===== config.mk =====
export PLATFORM = sky130hd
export DESIGN_NAME = gpc_div
export DESIGN_NICKNAME = d
export VERILOG_FILES = /design/src/hw/rtl/gpc_pkg.sv /design/src/hw/rtl/gpc_div.sv
export SDC_FILE = /design/constraint.sdc
export NUM_CORES = 1
export LEC_CHECK = 0
export BUFFER_PORTS_ARGS = -buffer_cell sky130_fd_sc_hd__buf_4
export CAP_MARGIN = 20
export CORE_MARGIN = 8
export CORE_UTILIZATION = 40
export CTS_BUF_LIST = sky130_fd_sc_hd__clkbuf_2
export CTS_CLUSTER_DIAMETER = 30
export DETAILED_ROUTE_END_ITERATION = 16
export GPL_ROUTABILITY_DRIVEN = 0
export GPL_TIMING_DRIVEN = 0
export PLACE_DENSITY_LB_ADDON = 0.1
export SETUP_SLACK_MARGIN = 0.3
export SYNTH_ARGS = -nofsm -noshare
export SYNTH_HDL_FRONTEND = slang
export SYNTH_SLANG_ARGS = --single-unit

===== constraint.sdc =====
create_clock -name clk_i -period 9.4 [get_ports clk_i]
set_input_delay 1.41 -clock clk_i [delete_from_list [all_inputs] [get_ports clk_i]]
set_output_delay 1.41 -clock clk_i [all_outputs]
set_load 0.005 [all_outputs]

===== src/hw/rtl/gpc_pkg.sv =====
`default_nettype none
// ----------------------------------------------------------------------------
// gpc_pkg
// shared types, constants and helpers for the gated pose composer
// ----------------------------------------------------------------------------
package gpc_pkg;

  localparam int FracBits  = 16;
  localparam int WordWidth = 32;
  localparam int OutBits   = (WordWidth > 32) ? 32 : WordWidth;
  localparam int unsigned LimReset = 32'd655360;

  typedef enum logic [1:0] {
    ST_APPLIED  = 2'd0,
    ST_NORM     = 2'd1,
    ST_SINGULAR = 2'd2
  } status_e;

  // sequencer states of the composer
  typedef enum logic [3:0] {
    S_INIT, S_IDLE, S_COF, S_DET, S_GATE, S_DIV, S_DIVW, S_U,
    S_RD, S_MAC, S_WR, S_OUTRD, S_OUTW, S_OUT
  } state_e;

  typedef struct packed {
    logic signed [31:0] rot_00;
    logic signed [31:0] rot_01;
    logic signed [31:0] rot_02;
    logic signed [31:0] rot_10;
    logic signed [31:0] rot_11;
    logic signed [31:0] rot_12;
    logic signed [31:0] rot_20;
    logic signed [31:0] rot_21;
    logic signed [31:0] rot_22;
    logic signed [31:0] trans_x;
    logic signed [31:0] trans_y;
    logic signed [31:0] trans_z;
  } in_word_t;

  typedef struct packed {
    logic [1:0]         status;
    logic [1:0]         row_index;
    logic signed [31:0] col_a;
    logic signed [31:0] col_b;
    logic signed [31:0] col_c;
    logic signed [31:0] col_d;
    logic               last;
  } out_word_t;

  // saturate a wide signed value to the word range
  function automatic logic signed [31:0] sat32(input logic signed [95:0] x);
    logic signed [95:0] hi;
    logic signed [95:0] lo;
    hi = (96'sd1 <<< (OutBits - 1)) - 96'sd1;
    lo = -hi - 96'sd1;
    if (x > hi) sat32 = hi[31:0];
    else if (x < lo) sat32 = lo[31:0];
    else sat32 = x[31:0];
  endfunction

endpackage
`default_nettype wire


===== src/hw/rtl/gpc_div.sv =====
`default_nettype none
// ----------------------------------------------------------------------------
// gpc_div
// restoring divider, one quotient bit per cycle, truncating, saturated result
// ----------------------------------------------------------------------------
module gpc_div (
  input  wire                  clk_i,
  input  wire                  rst_ni,
  input  wire                  start_i,
  input  wire signed [31:0]    num_i,
  input  wire signed [31:0]    den_i,
  output logic                 done_o,
  output logic signed [31:0]   quo_o
);
  import gpc_pkg::*;

  // numerator is num << FracBits, up to 48 bits magnitude
  localparam int NW = 32 + FracBits;

  logic [NW-1:0] rem_q, rem_d, quo_q, quo_d;
  logic [31:0]   den_q, den_d;
  logic          neg_q, neg_d, busy_q, busy_d;
  logic [5:0]    cnt_q, cnt_d;
  logic [NW:0]   trial;
  logic signed [95:0] sq;
  logic [NW-1:0] nmag;

  always_comb begin
    rem_d = rem_q; quo_d = quo_q; den_d = den_q; neg_d = neg_q;
    busy_d = busy_q; cnt_d = cnt_q; done_o = 1'b0;
    nmag = num_i[31] ? NW'(-{{FracBits{num_i[31]}}, num_i}) << FracBits
                     : NW'({{FracBits{1'b0}}, num_i}) << FracBits;
    trial = {rem_q[NW-2:0], quo_q[NW-1]} - {1'b0, {(NW-32){1'b0}}, den_q};
    if (start_i) begin
      rem_d = '0; quo_d = nmag;
      den_d = den_i[31] ? 32'(-den_i) : den_i;
      neg_d = num_i[31] ^ den_i[31];
      busy_d = 1'b1; cnt_d = 6'(NW);
    end else if (busy_q) begin
      // shift one numerator bit in, subtract if it fits
      if (!trial[NW]) begin
        rem_d = trial[NW-1:0];
        quo_d = {quo_q[NW-2:0], 1'b1};
      end else begin
        rem_d = {rem_q[NW-2:0], quo_q[NW-1]};
        quo_d = {quo_q[NW-2:0], 1'b0};
      end
      cnt_d = cnt_q - 6'd1;
      if (cnt_q == 6'd1) begin
        busy_d = 1'b0; done_o = 1'b1;
      end
    end
    sq = neg_q ? -$signed({48'd0, quo_d}) : $signed({48'd0, quo_d});
    quo_o = sat32(sq);
  end

  always_ff @(posedge clk_i or negedge rst_ni) begin
    if (!rst_ni) begin
      busy_q <= 1'b0; cnt_q <= '0;
    end else begin
      busy_q <= busy_d; cnt_q <= cnt_d;
    end
  end

  always_ff @(posedge clk_i) begin
    rem_q <= rem_d; quo_q <= quo_d; den_q <= den_d; neg_q <= neg_d;
  end

endmodule
`default_nettype wire


==> metrics.md, run 1 <==
| Metric | Value |
|---|---|
| MaxCap Viol Count | `0` |
| Count of flip-flops with a built-in enable after synthesis | `33` |
| Power Density | `214.4 nW/um2` |
| Largest net degree at the start of global routing | `between 40 and 50` |
| Post-CTS clock slew at the launch and capture registers of the worst setup and hold paths | `about 0.22 ns` |
| Die outline area | `32400 um2` |
| Startpoint of the lowest-slack register-to-register path | `busy_q` |
| CP max FO | `41` |
| Placed cells | `between 1500 and 2000` |
| Worst-case reg-to-reg path depth | `11` |
| Top-level I/O count | `100` |
| Total global-route track usage | `0.2042` |
| Sum Neg Setup Slack | `0 ns` |
| DRC violations left | `0` |
| Type of element capturing the critical path | `output pin` |
| Number of buffers added by the clock tree synthesis step | `17` |
| Crit path time final | `8.745 ns` |
| Proportion of synthesized flip-flops having asynchronous set or reset | `0.05185` |
| Starting Density | `0.4037` |
| Warnings, synthesis | `0` |
| Ratio of cells with drive above 1 in the final layout | `0.1565` |
| Share of synthesized cell area in and, or, nand and nor gates | `0.2258` |
| Required time of the critical path | `7.99 ns` |
| Max_slew headroom | `0.2637` |
| CTS tree | `done` |
| Wire length of the first global-routing pass | `approximately 54 mm` |
| Main combinational cell family by area after synthesis | `compound AO/OA/AOI/OAI gates` |
| Total number of placement rows | `60` |
| Peak supply drop | `84.28 uV` |
| Antenna-violating nets left | `0` |
| Arrival time at the worst endpoint | `7.33 ns` |
| Xor/xnor cell area share of the yosys netlist | `0.09688` |
| Cts hold-fix bufs | `0` |
| Worst-case clock skew | `0.03896 ns` |
| Sinks on the clock net | `135` |
| Via count of the first global-routing pass | `10220` |
| Core region area | `26650 um2` |
| Critical path class | `input port to output pin` |
| Die outline width | `between 150 and 200 um` |
| Routed wire length per instance | `roughly 19 um` |
| Number of hold violations in the final report | `0` |
| Cell count after synthesis | `1335` |
| Total wire length | `33.53 mm` |
| Post-Synthesis Mean Instance Area | `8.058 um2` |
| Mapped Area | `10760 um2` |
| Number of antenna violations at the first check in global routing | `1` |
| Post-Place Cell Area | `11920 um2` |
| Worst Hold Margin | `0.4539 ns` |
| Endpoints failing setup | `0` |
| Worst Hold Class | `input port to async pin` |
| H-tree lvl count | `4` |
| Synth Area in Adders | `0.04489` |
| IO buf count | `96` |
| Area fraction in compound gates after synthesis | `0.2562` |
| FF-to-FF End | `rem_q[26]` |
| Number of nets in the finished design | `1562` |
| Post-route insts no fill | `1812` |
| Pin slew with the least headroom to its limit | `1.097 ns` |
| Total via count after detailed routing | `approximately 10000` |
| Outcome | `finished clean` |
| Startpoint class of the critical path | `input port` |
| Total count of max-transition violations in the final report | `0` |
| Worst setup slack for register-to-register paths | `about 5.3 ns` |
| Cell area after layout | `12300 um2` |
| Die height | `180.0 um` |
| Detailed Route Iter0 Violations | `839` |
| Setup repair after global routing missed its margin | `no` |
| Synthesis-stage register bit count | `135` |
| Number of nets produced by synthesis | `1440` |
| Post-synthesis sequential area ratio | `0.2852` |
| Number of unique standard cell types used by synthesis | `84` |
| Multiplexer share of the synthesized area | `0.03873` |
| Detailed Place HPWL | `26.34 mm` |
| Maximum count of clock buffers along a single path | `2` |
| Final cycle utilization of the critical path | `0.9303` |
| Upper clock frequency limit | `roughly 110 MHz` |
| Number of optimization iterations in the first detailed-route pass | `5` |
| Leading register cell type out of synthesis | `sky130_fd_sc_hd__dfxtp_1` |
| Area Growth Syn to Fin | `14.31%` |
| Cell at the root of the clock tree | `sky130_fd_sc_hd__clkbuf_2` |
| Global route total overflow | `0` |
| DR vias/cell | `5.685` |
| Leakage power total | `0.004843 uW` |
| Worst-skew pair later-pin latency | `0.72 ns` |
==> cell usage after synthesis (all sizes together) (28+ instances only) <==
cell type / count / area [um2]
a21oi: 67 / 335.3
buf: 30 / 161.4
nand2: 123 / 461.7
o21ai: 99 / 608.1
xnor2: 74 / 648.1
o31ai: 28 / 237.7
or3: 28 / 180.2
ha: 37 / 462.9
xor2: 45 / 394.1
a211oi: 39 / 292.8
clkbuf: 45 / 168.9
nor2: 117 / 439.2
nor4: 28 / 187.7
inv: 59 / 221.5
edfxtp: 33 / 991.0
dfxtp: 95 / 1902
nor3: 41 / 215.2
==> metal layers <==
layer	GRT usage	wire length, um	vias to the layer above
li1	-	-	5189
met1	0.2615	15370	4764
met2	0.3484	15900	306
met3	0.03085	1619	42
met4	0.06302	646	0
met5	0	0	-
==> logic make-up (layout without fill, tap and decap cells) <==
family	Yosys count	in the layout
AND/OR/NAND/NOR	477	477
flip-flops	135	135
buffers and inverters	137	272
multiplexers	40	40
other	0	1
AO/OA/AOI/OAI	389	389
adder cells (fa/ha/maj)	38	38
XOR/XNOR	119	119
==> how the worst max path moves through the flow <==
stage,startpoint,to
after floorplan,start_i,quo_o[10]
after CTS,den_q[9],quo_o[18]
after global placement,start_i,quo_o[14]
after detailed placement,start_i,quo_o[18]
after global routing,quo_q[47],quo_o[12]
final,start_i,quo_o[18]
==> registers in the layout, summed over array words and instances, names as in the netlist <==
| signal | cells |
|---|---|
| quo_q | 48 |
| den_q | 32 |
| busy_q | 1 |
| cnt_q | 6 |
| rem_q | 47 |
| neg_q | 1 |
==> layout by cell type, fill, tap and decap left out, types with 13 or more instances in the layout <==
cell / instances
sky130_fd_sc_hd__a211oi_1: 38
sky130_fd_sc_hd__a21o_1: 20
sky130_fd_sc_hd__a21oi_1: 67
sky130_fd_sc_hd__a31oi_1: 16
sky130_fd_sc_hd__buf_1: 14
sky130_fd_sc_hd__buf_4: 103
sky130_fd_sc_hd__clkbuf_1: 41
sky130_fd_sc_hd__clkbuf_2: 21
sky130_fd_sc_hd__dfxtp_1: 95
sky130_fd_sc_hd__edfxtp_1: 33
sky130_fd_sc_hd__ha_1: 37
sky130_fd_sc_hd__inv_1: 58
sky130_fd_sc_hd__mux2i_1: 27
sky130_fd_sc_hd__nand2_1: 123
sky130_fd_sc_hd__nand2b_1: 19
sky130_fd_sc_hd__nand3_1: 27
sky130_fd_sc_hd__nand4_1: 15
sky130_fd_sc_hd__nor2_1: 117
sky130_fd_sc_hd__nor2b_1: 17
sky130_fd_sc_hd__nor3_1: 39
sky130_fd_sc_hd__nor4_1: 24
sky130_fd_sc_hd__o211ai_1: 22
sky130_fd_sc_hd__o21ai_0: 66
sky130_fd_sc_hd__o21ai_2: 30
sky130_fd_sc_hd__o22ai_1: 13
sky130_fd_sc_hd__o31ai_1: 26
sky130_fd_sc_hd__or3_1: 27
sky130_fd_sc_hd__xnor2_1: 74
sky130_fd_sc_hd__xor2_1: 45
==> power by group <==
part           switching, uW  internal (uW)  total (uW)
Clock                    236            176         412
Combinational            797            603        1400
Sequential               100            724         825
==> critical path, stage by stage <==
cell,delay [ns]
sky130_fd_sc_hd__buf_8,0.25
sky130_fd_sc_hd__clkbuf_4,0.30
sky130_fd_sc_hd__clkbuf_4,0.27
sky130_fd_sc_hd__clkbuf_4,0.25
sky130_fd_sc_hd__clkbuf_4,0.25
sky130_fd_sc_hd__buf_2,0.26
sky130_fd_sc_hd__clkbuf_4,0.27
sky130_fd_sc_hd__a21oi_1,0.13
sky130_fd_sc_hd__inv_1,0.09
sky130_fd_sc_hd__ha_1,0.22
sky130_fd_sc_hd__inv_1,0.12
sky130_fd_sc_hd__nor4b_2,0.30
sky130_fd_sc_hd__a22oi_2,0.17
sky130_fd_sc_hd__a211o_1,0.39
sky130_fd_sc_hd__nor4_1,0.27
sky130_fd_sc_hd__nand4_1,0.21
sky130_fd_sc_hd__o21a_1,0.21
sky130_fd_sc_hd__a2111oi_1,0.45
sky130_fd_sc_hd__nand4_1,0.15
sky130_fd_sc_hd__or4_4,0.52
sky130_fd_sc_hd__o31ai_4,0.33
sky130_fd_sc_hd__buf_6,0.23
sky130_fd_sc_hd__o21ai_2,0.08
sky130_fd_sc_hd__buf_4,0.14
==> timing repair <==
| item | CTS | global route |
|---|---|---|
| pin swaps | 1 | 1 |
| setup buffers | 2 | 3 |
| gates resized for setup | 12 | 9 |
| setup endpoints to repair | 31 | 31 |
==> per-stage QoR <==
step                utilization  total power (uW)  setup WS [ns]
global placement         0.4467              2202        -0.7195
CTS                      0.4592              2638         0.3149
floorplan                     -              1852          1.975
finish                   0.4614              2637         0.6553
global route             0.4614              2854         0.2870
detailed placement       0.4471              2211        -0.8088
==> final cells by class <==
cell class	count	area, um2
Clock inverter	13	178.9
Antenna cell	1	2.502
Inverter	62	232.7
Fill cell	2748	14350
Timing Repair Buffer	103	777.0
Sequential cell	135	3068
Multi-Input combinational cell	1063	7166
Buffer	75	350.3
Clock buffer	19	95.09
Tap cell	341	426.7
Power figures use the tool's default switching activity.
==> run 2, diff against run 1 <==
clock period = 7.4 ns   (was 9.4 ns; I/O delays follow)
==> metrics.md, run 2 (synthesis results as in run 1) <==
| Metric | Value |
|---|---|
| Die outline width | `180.0 um (unchanged)` |
| Largest net degree at the start of global routing | `42 (unchanged)` |
| Maximum count of clock buffers along a single path | `2 (unchanged)` |
| DRC violations left | `0 (unchanged)` |
| Setup repair after global routing missed its margin | `yes (was no)` |
| Sum Neg Setup Slack | `-3.466 ns (was 0 ns)` |
| Post-layout worst setup margin | `-0.1634 ns (was 0.6553 ns)` |
| Upper clock frequency limit | `around 130 MHz` |
| Arrival time at the worst endpoint | `6.45 ns (was 7.33 ns)` |
| Number of hold violations in the final report | `0 (unchanged)` |
| Total count of max-transition violations in the final report | `0 (unchanged)` |
| Cell at the root of the clock tree | `sky130_fd_sc_hd__clkbuf_2 (unchanged)` |
| Post-Place Cell Area | `11920 um2 (unchanged)` |
| Critical path class | `flop to output pin (was input port to output pin)` |
| Endpoints failing setup | `30 (was 0)` |
| Top reg by flops | `quo_q (unchanged)` |
| Total number of placement rows | `60 (unchanged)` |
| Post-route insts no fill | `1835 (was 1812)` |
| Max_slew headroom | `0.2685 (was 0.2637)` |
| Core region area | `26650 um2 (unchanged)` |
| Worst-case clock skew | `0.03535 ns (was 0.03896 ns)` |
| Number of buffers added by the clock tree synthesis step | `17 (unchanged)` |
| Type of element capturing the critical path | `output pin (unchanged)` |
| Antenna-violating nets left | `0 (unchanged)` |
| Share of the core filled with cells in the final layout | `0.4786 (was 0.4614)` |
| Placed cells | `1774 (unchanged)` |
| Total wire length | `34.43 mm (was 33.53 mm)` |
| Pin slew with the least headroom to its limit | `1.090 ns (was 1.097 ns)` |
| CTS tree | `done (unchanged)` |
| Via count of the first global-routing pass | `10380 (was 10220)` |
| Slowest cell on the critical path | `sky130_fd_sc_hd__or4_4 (unchanged)` |
| Cts hold-fix bufs | `0 (unchanged)` |
| CP max FO | `5 (was 41)` |
| Failing checks | `setup timing` |
| Sinks on the clock net | `135 (unchanged)` |
| Crit path cell chain | `or4_4 -> or3_4 -> or4_4 -> nor4_4 -> a21oi_2 -> inv_2 -> ha_4 -> inv_4 -> nor4b_4 -> a22oi_2 -> a211o_1 -> buf_4 -> buf_4 -> o41ai_2 -> xnor2_1 -> a311oi_1 -> nand4_1 -> or4_4 -> o31ai_4 -> buf_6 -> buf_6 -> buf_12 -> o21ai_2 -> buf_4 (was buf_8 -> clkbuf_4 -> clkbuf_4 -> clkbuf_4 -> clkbuf_4 -> buf_2 -> clkbuf_4 -> a21oi_1 -> inv_1 -> ha_1 -> inv_1 -> nor4b_2 -> a22oi_2 -> a211o_1 -> nor4_1 -> nand4_1 -> o21a_1 -> a2111oi_1 -> nand4_1 -> or4_4 -> o31ai_4 -> buf_6 -> o21ai_2 -> buf_4)` |
| Leading cell type in the layout, fill and taps excluded | `sky130_fd_sc_hd__buf_4 (was sky130_fd_sc_hd__nand2_1)` |
| Final cycle utilization of the critical path | `1.022` |
| MaxCap Viol Count | `0 (unchanged)` |
| Required time of the critical path | `6.29 ns (was 7.99 ns)` |
| Global route total overflow | `0 (unchanged)` |
| Routed wire length per instance | `18.77 um (was 18.51 um)` |
| Starting Density | `0.4037 (unchanged)` |
| Total global-route track usage | `0.2078 (was 0.2042)` |
| Outcome | `finished with violations (was finished clean)` |
| IO buf count | `96 (unchanged)` |
| Die outline area | `32400 um2 (unchanged)` |
| Critical path's largest stage delay | `0.56 ns (was 0.52 ns)` |
| Cell area after layout | `12750 um2 (was 12300 um2)` |
| Ratio of cells with drive above 1 in the final layout | `0.1855 (was 0.1565)` |
| Top-level I/O count | `100 (unchanged)` |
| Leakage power total | `0.005043 uW (was 0.004843 uW)` |
| H-tree lvl count | `4 (unchanged)` |
| Max FFs per register | `48 (unchanged)` |
| Total via count after detailed routing | `10500 (was 10300)` |
| Number of nets in the finished design | `1585 (was 1562)` |
| Most frequent cells in the layout | `sky130_fd_sc_hd__buf_4, sky130_fd_sc_hd__nand2_1, sky130_fd_sc_hd__nor2_1 (was sky130_fd_sc_hd__nand2_1, sky130_fd_sc_hd__nor2_1, sky130_fd_sc_hd__buf_4)` |
| Post-CTS clock slew at the launch and capture registers of the worst setup and hold paths | `0.22 ns (about the same)` |
| Startpoint class of the critical path | `flop (was input port)` |
| Worst-skew pair later-pin latency | `0.72 ns (about the same)` |
| Area Growth Syn to Fin | `18.56% (was 14.31%)` |
| Top flop regs | `quo_q (48), rem_q (47), den_q (32) (unchanged)` |
| Wire length of the first global-routing pass | `55.12 mm (was 54.21 mm)` |
| Number of optimization iterations in the first detailed-route pass | `6 (was 5)` |
| Power Density | `274.3 nW/um2 (was 214.4 nW/um2)` |
| Worst Hold Class | `input port to async pin (unchanged)` |
| Pre-CTS setup slack | `-2.209 ns (was -0.8088 ns)` |
| Die height | `180.0 um (unchanged)` |
| Crit path time final | `~7.6 ns` |
| DR vias/cell | `5.721 (was 5.685)` |
| Number of antenna violations at the first check in global routing | `1 (unchanged)` |
| Detailed Place HPWL | `26.34 mm (unchanged)` |
| Detailed Route Iter0 Violations | `773 (was 839)` |
| Peak supply drop | `104.5 uV (was 84.28 uV)` |
## run 2: changes by cell type in the layout (fill, tap and decap cells not counted), sizes merged
cell | previous run | this run
clkbuf | 67 | 64
buf | 130 | 156
## run 2: report_power, final
| group | internal, uW | total, uW | switching [uW] | leakage [uW] |
|---|---|---|---|---|
| Clock | 224 | 523 | 299 | 0.000164 |
| Combinational | 857 | 1930 | 1070 | 0.00369 |
| Sequential | 921 | 1050 | 128 | 0.00119 |
## run 2: metal layers
metal / share of wire / global-route usage / vias up
met3: 0.050 / 0.03367 / 37
met1: 0.45 / 0.2626 / 4891
met2: 0.48 / 0.3599 / 335
li1: - / - / 5235
met5: 0 / 0 / -
met4: 0.016 / 0.05869 / 0
## run 2: path summary, 6_finish.rpt
| check | slack [ns] | from | cells after the start | end |
|---|---|---|---|---|
| max | -0.16 | rem_q[35] | 24 | quo_o[18] |
| min | 0.15 | rst_ni | 1 | cnt_q[4] |
| max reg2reg | 3.34 | quo_q[47] | 14 | rem_q[41] |
| min reg2reg | 0.51 | rem_q[28] | 2 | rem_q[29] |
| max in group asynchronous | 7.12 | rst_ni | 1 | busy_q |
| min in group clk_i | 0.51 | rem_q[28] | 2 | rem_q[29] |
## run 2: final cells by class
class,count,area (um2)
Fill cell,2699,13900
Multi-Input combinational cell,1063,7358
Sequential cell,135,3072
Timing Repair Buffer,126,987.2
Tap cell,341,426.7
Buffer,75,399.1
Inverter,62,235.2
Clock inverter,13,178.9
Clock buffer,19,95.09
Antenna cell,1,2.502
## run 2: what timing repair did
action / in CTS / in global routing
buffers inserted: 20 / 5
pin swaps: 13 / 5
gates resized for setup: 69 / 9
cloned: 2 / 1
setup endpoints to repair: 31 / 31
## run 2: stage by stage
stage,power (uW),hold slack [ns]
floorplan,2352,0.4685
global placement,2797,0.4891
detailed placement,2809,0.4867
global route,3768,0.05800
finish,3499,0.1459
CTS,3472,0.09414
## run 2: worst max-delay path: cells and delay by family, from the launching register on
kind,cells,cell delay (ns)
AND/OR/NAND/NOR,7,2.73
AO/OA/AOI/OAI,7,1.40
buffers and inverters,8,0.95
flip-flops,1,0.37
adder cells (fa/ha/maj),1,0.15
XOR/XNOR,1,0.14
==> run 3, diff against run 2 <==
ABC_AREA = 0   (was not set)
BUFFER_PORTS_ARGS = -buffer_cell sky130_fd_sc_hd__buf_2   (was -buffer_cell sky130_fd_sc_hd__buf_4)
==> metrics.md, run 3 (synthesis results as in run 1) <==
| Metric | Value |
|---|---|
| Net switching power | `1484 uW (was 1497 uW)` |
| Setup repair after global routing missed its margin | `yes (unchanged)` |
| Startpoint class of the critical path | `flop (unchanged)` |
| Crit path time final | `7.391 ns (was 7.563 ns)` |
| Antenna-violating nets left | `0 (unchanged)` |
| Top flop regs | `quo_q (48), rem_q (47), den_q (32) (unchanged)` |
| Cell at the root of the clock tree | `sky130_fd_sc_hd__clkbuf_2 (unchanged)` |
| IO buf count | `96 (unchanged)` |
| Power Density | `273.1 nW/um2 (was 274.3 nW/um2)` |
| Final cycle utilization of the critical path | `0.9988 (was 1.022)` |
| Combined buffer and inverter count along the critical path | `6 (was 8)` |
| Number of buffers added by the clock tree synthesis step | `17 (unchanged)` |
| Most frequent cells in the layout | `sky130_fd_sc_hd__nand2_1, sky130_fd_sc_hd__nor2_1, sky130_fd_sc_hd__buf_2 (was sky130_fd_sc_hd__buf_4, sky130_fd_sc_hd__nand2_1, sky130_fd_sc_hd__nor2_1)` |
| Detailed Route Iter0 Violations | `808 (was 773)` |
| Required time of the critical path | `6.29 ns (about the same)` |
| Cell family with the largest share of critical-path delay | `simple AND/OR/NAND/NOR gates (unchanged)` |
| Crit path cell chain | `or4_4 -> or3_4 -> or4_4 -> nor4_4 -> a21oi_2 -> inv_2 -> ha_4 -> inv_4 -> nor4b_4 -> a22oi_2 -> a211o_1 -> nor4_2 -> nand4_1 -> buf_4 -> o21a_1 -> a2111oi_4 -> nand4_1 -> or4_4 -> o31ai_4 -> buf_6 -> clkbuf_16 -> o21ai_2 -> buf_2 (was or4_4 -> or3_4 -> or4_4 -> nor4_4 -> a21oi_2 -> inv_2 -> ha_4 -> inv_4 -> nor4b_4 -> a22oi_2 -> a211o_1 -> buf_4 -> buf_4 -> o41ai_2 -> xnor2_1 -> a311oi_1 -> nand4_1 -> or4_4 -> o31ai_4 -> buf_6 -> buf_6 -> buf_12 -> o21ai_2 -> buf_4)` |
| Routed wire length per instance | `18.55 um (was 18.77 um)` |
| Peak supply drop | `111.2 uV (was 104.5 uV)` |
| Number of antenna violations at the first check in global routing | `1 (unchanged)` |
| Post-layout worst setup margin | `0.009009 ns (was -0.1634 ns)` |
| H-tree lvl count | `4 (unchanged)` |
| Area Growth Syn to Fin | `15.86% (was 18.56%)` |
| Post-CTS clock slew at the launch and capture registers of the worst setup and hold paths | `0.21 ns (was 0.22 ns)` |
| Largest net degree at the start of global routing | `42 (unchanged)` |
| Number of optimization iterations in the first detailed-route pass | `5 (was 6)` |
| Via count of the first global-routing pass | `10290 (was 10380)` |
| Pre-CTS setup slack | `-2.353 ns (was -2.209 ns)` |
| CTS tree | `done (unchanged)` |
| Ratio of cells with drive above 1 in the final layout | `0.1894 (was 0.1855)` |
| Critical path class | `flop to output pin (unchanged)` |
| Library cell appearing most often on the critical path | `sky130_fd_sc_hd__or4_4` |
| Die height | `180.0 um (unchanged)` |
| Worst Hold Class | `input port to async pin (unchanged)` |
| Share of the core filled with cells in the final layout | `0.4677 (was 0.4786)` |
| Maximum count of clock buffers along a single path | `2 (unchanged)` |
| Worst-case clock skew | `0.04096 ns (was 0.03535 ns)` |
| Total global-route track usage | `0.2059 (was 0.2078)` |
| Max_slew headroom | `0.3298 (was 0.2685)` |
| Core region area | `26650 um2 (unchanged)` |
| DR vias/cell | `5.658 (was 5.721)` |
| Leading cell type in the layout, fill and taps excluded | `sky130_fd_sc_hd__nand2_1 (was sky130_fd_sc_hd__buf_4)` |
| Part of the power in the clock network | `0.133 (was 0.149)` |
| Max FFs per register | `48 (unchanged)` |
| Top reg by flops | `quo_q (unchanged)` |
| Number of nets in the finished design | `1581 (was 1585)` |
| Part of the power in registers | `0.309 (was 0.300)` |
| Number of hold violations in the final report | `0 (unchanged)` |
| Comb power frac | `0.558 (was 0.551)` |
| Starting Density | `0.4037 (unchanged)` |
| Type of element capturing the critical path | `output pin (unchanged)` |
| Endpoints failing setup | `0 (was 30)` |
| Total wire length | `33.96 mm (was 34.43 mm)` |
| Arrival time at the worst endpoint | `6.28 ns (was 6.45 ns)` |
| Total via count after detailed routing | `10360 (was 10500)` |
| DRC violations left | `0 (unchanged)` |
| Global route total overflow | `0 (unchanged)` |
| Die outline area | `32400 um2 (unchanged)` |
| Die outline width | `180.0 um (unchanged)` |
| Leakage power total | `0.004893 uW (was 0.005043 uW)` |
| Sinks on the clock net | `135 (unchanged)` |
| Total number of placement rows | `60 (unchanged)` |
| Worst-skew pair later-pin latency | `0.72 ns (about the same)` |
| Net switching share of the total power | `0.4360 (was 0.4279)` |
| Total count of max-transition violations in the final report | `0 (unchanged)` |
| Slowest cell on the critical path | `sky130_fd_sc_hd__or4_4 (unchanged)` |
| Upper clock frequency limit | `135.3 MHz (was 132.2 MHz)` |
| Critical path's largest stage delay | `0.53 ns (was 0.56 ns)` |
| Sum Neg Setup Slack | `0 ns (was -3.466 ns)` |
| Outcome | `finished clean (was finished with violations)` |
| MaxCap Viol Count | `0 (unchanged)` |
| Wire length of the first global-routing pass | `54.84 mm (was 55.12 mm)` |
| Design internal power | `1920 uW (was 2002 uW)` |
| Detailed Place HPWL | `26.32 mm (was 26.34 mm)` |
| Top-level I/O count | `100 (unchanged)` |
| Cts hold-fix bufs | `0 (unchanged)` |
| Pin slew with the least headroom to its limit | `0.9896 ns (was 1.090 ns)` |
| Total power | `3404 uW (was 3499 uW)` |
| CP max FO | `6 (was 5)` |
## run 3: cell count changes in the layout (fill, tap and decap cells not counted), sizes merged
cell    change
bufinv      -2
inv         -1
clkinv      +2
buf         -5
clkbuf      +2
## run 3: routing by layer
metal	up-vias	global-route usage	share of wire
met5	-	0	0
met4	0	0.05168	0.014
met3	28	0.02681	0.037
met2	250	0.3622	0.49
met1	4865	0.2621	0.46
li1	5217	-	-
## run 3: metrics by stage
stage / cells / hold slack [ns] / instance area (um2)
after CTS: 1826 / 0.1285 / 12380
after floorplan: 1335 / 0.4685 / 10760
after global routing: 1831 / 0.1176 / 12460
after global placement: 1772 / 0.4889 / 11660
final: 1831 / 0.1886 / 12460
after detailed placement: 1774 / 0.4912 / 11680
## run 3: power groups by stage
stage               clock [uW]  combinational (uW)  sequential (uW)
finish                     453                1900             1050
global route               493                2110             1070
CTS                        467                1870             1050
detailed placement           0                1720             1060
global placement             0                1710             1060
floorplan                    0                1330             1020
## run 3: final cells by class
type	instances	area, um2
plain buffers	75	401.6
repair buffers	122	725.7
well taps	341	426.7
clock buffers	20	100.1
fillers	2664	14190
diodes	1	2.502
inverters	62	235.2
clock inverters	12	128.9
multi-input cells	1063	7370
flip-flops and latches	135	3074
## run 3: path summary, 6_finish.rpt
kind	from	slack [ns]	cells past startpoint	endpoint
setup / recovery	rem_q[35]	0.009	23	quo_o[3]
hold / removal	rst_ni	0.19	1	cnt_q[4]
setup reg to reg	quo_q[47]	3.46	15	rem_q[46]
hold reg to reg	rem_q[28]	0.52	2	rem_q[29]
max in group asynchronous	rst_ni	7.04	1	busy_q
min in group clk_i	rem_q[28]	0.52	2	rem_q[29]
## run 3: timing repair
item | CTS | global route
pin swaps | 21 | 13
gates resized for setup | 75 | 5
gates cloned | 1 | 1
setup endpoints to repair | 31 | 31
buffers inserted | 19 | 2
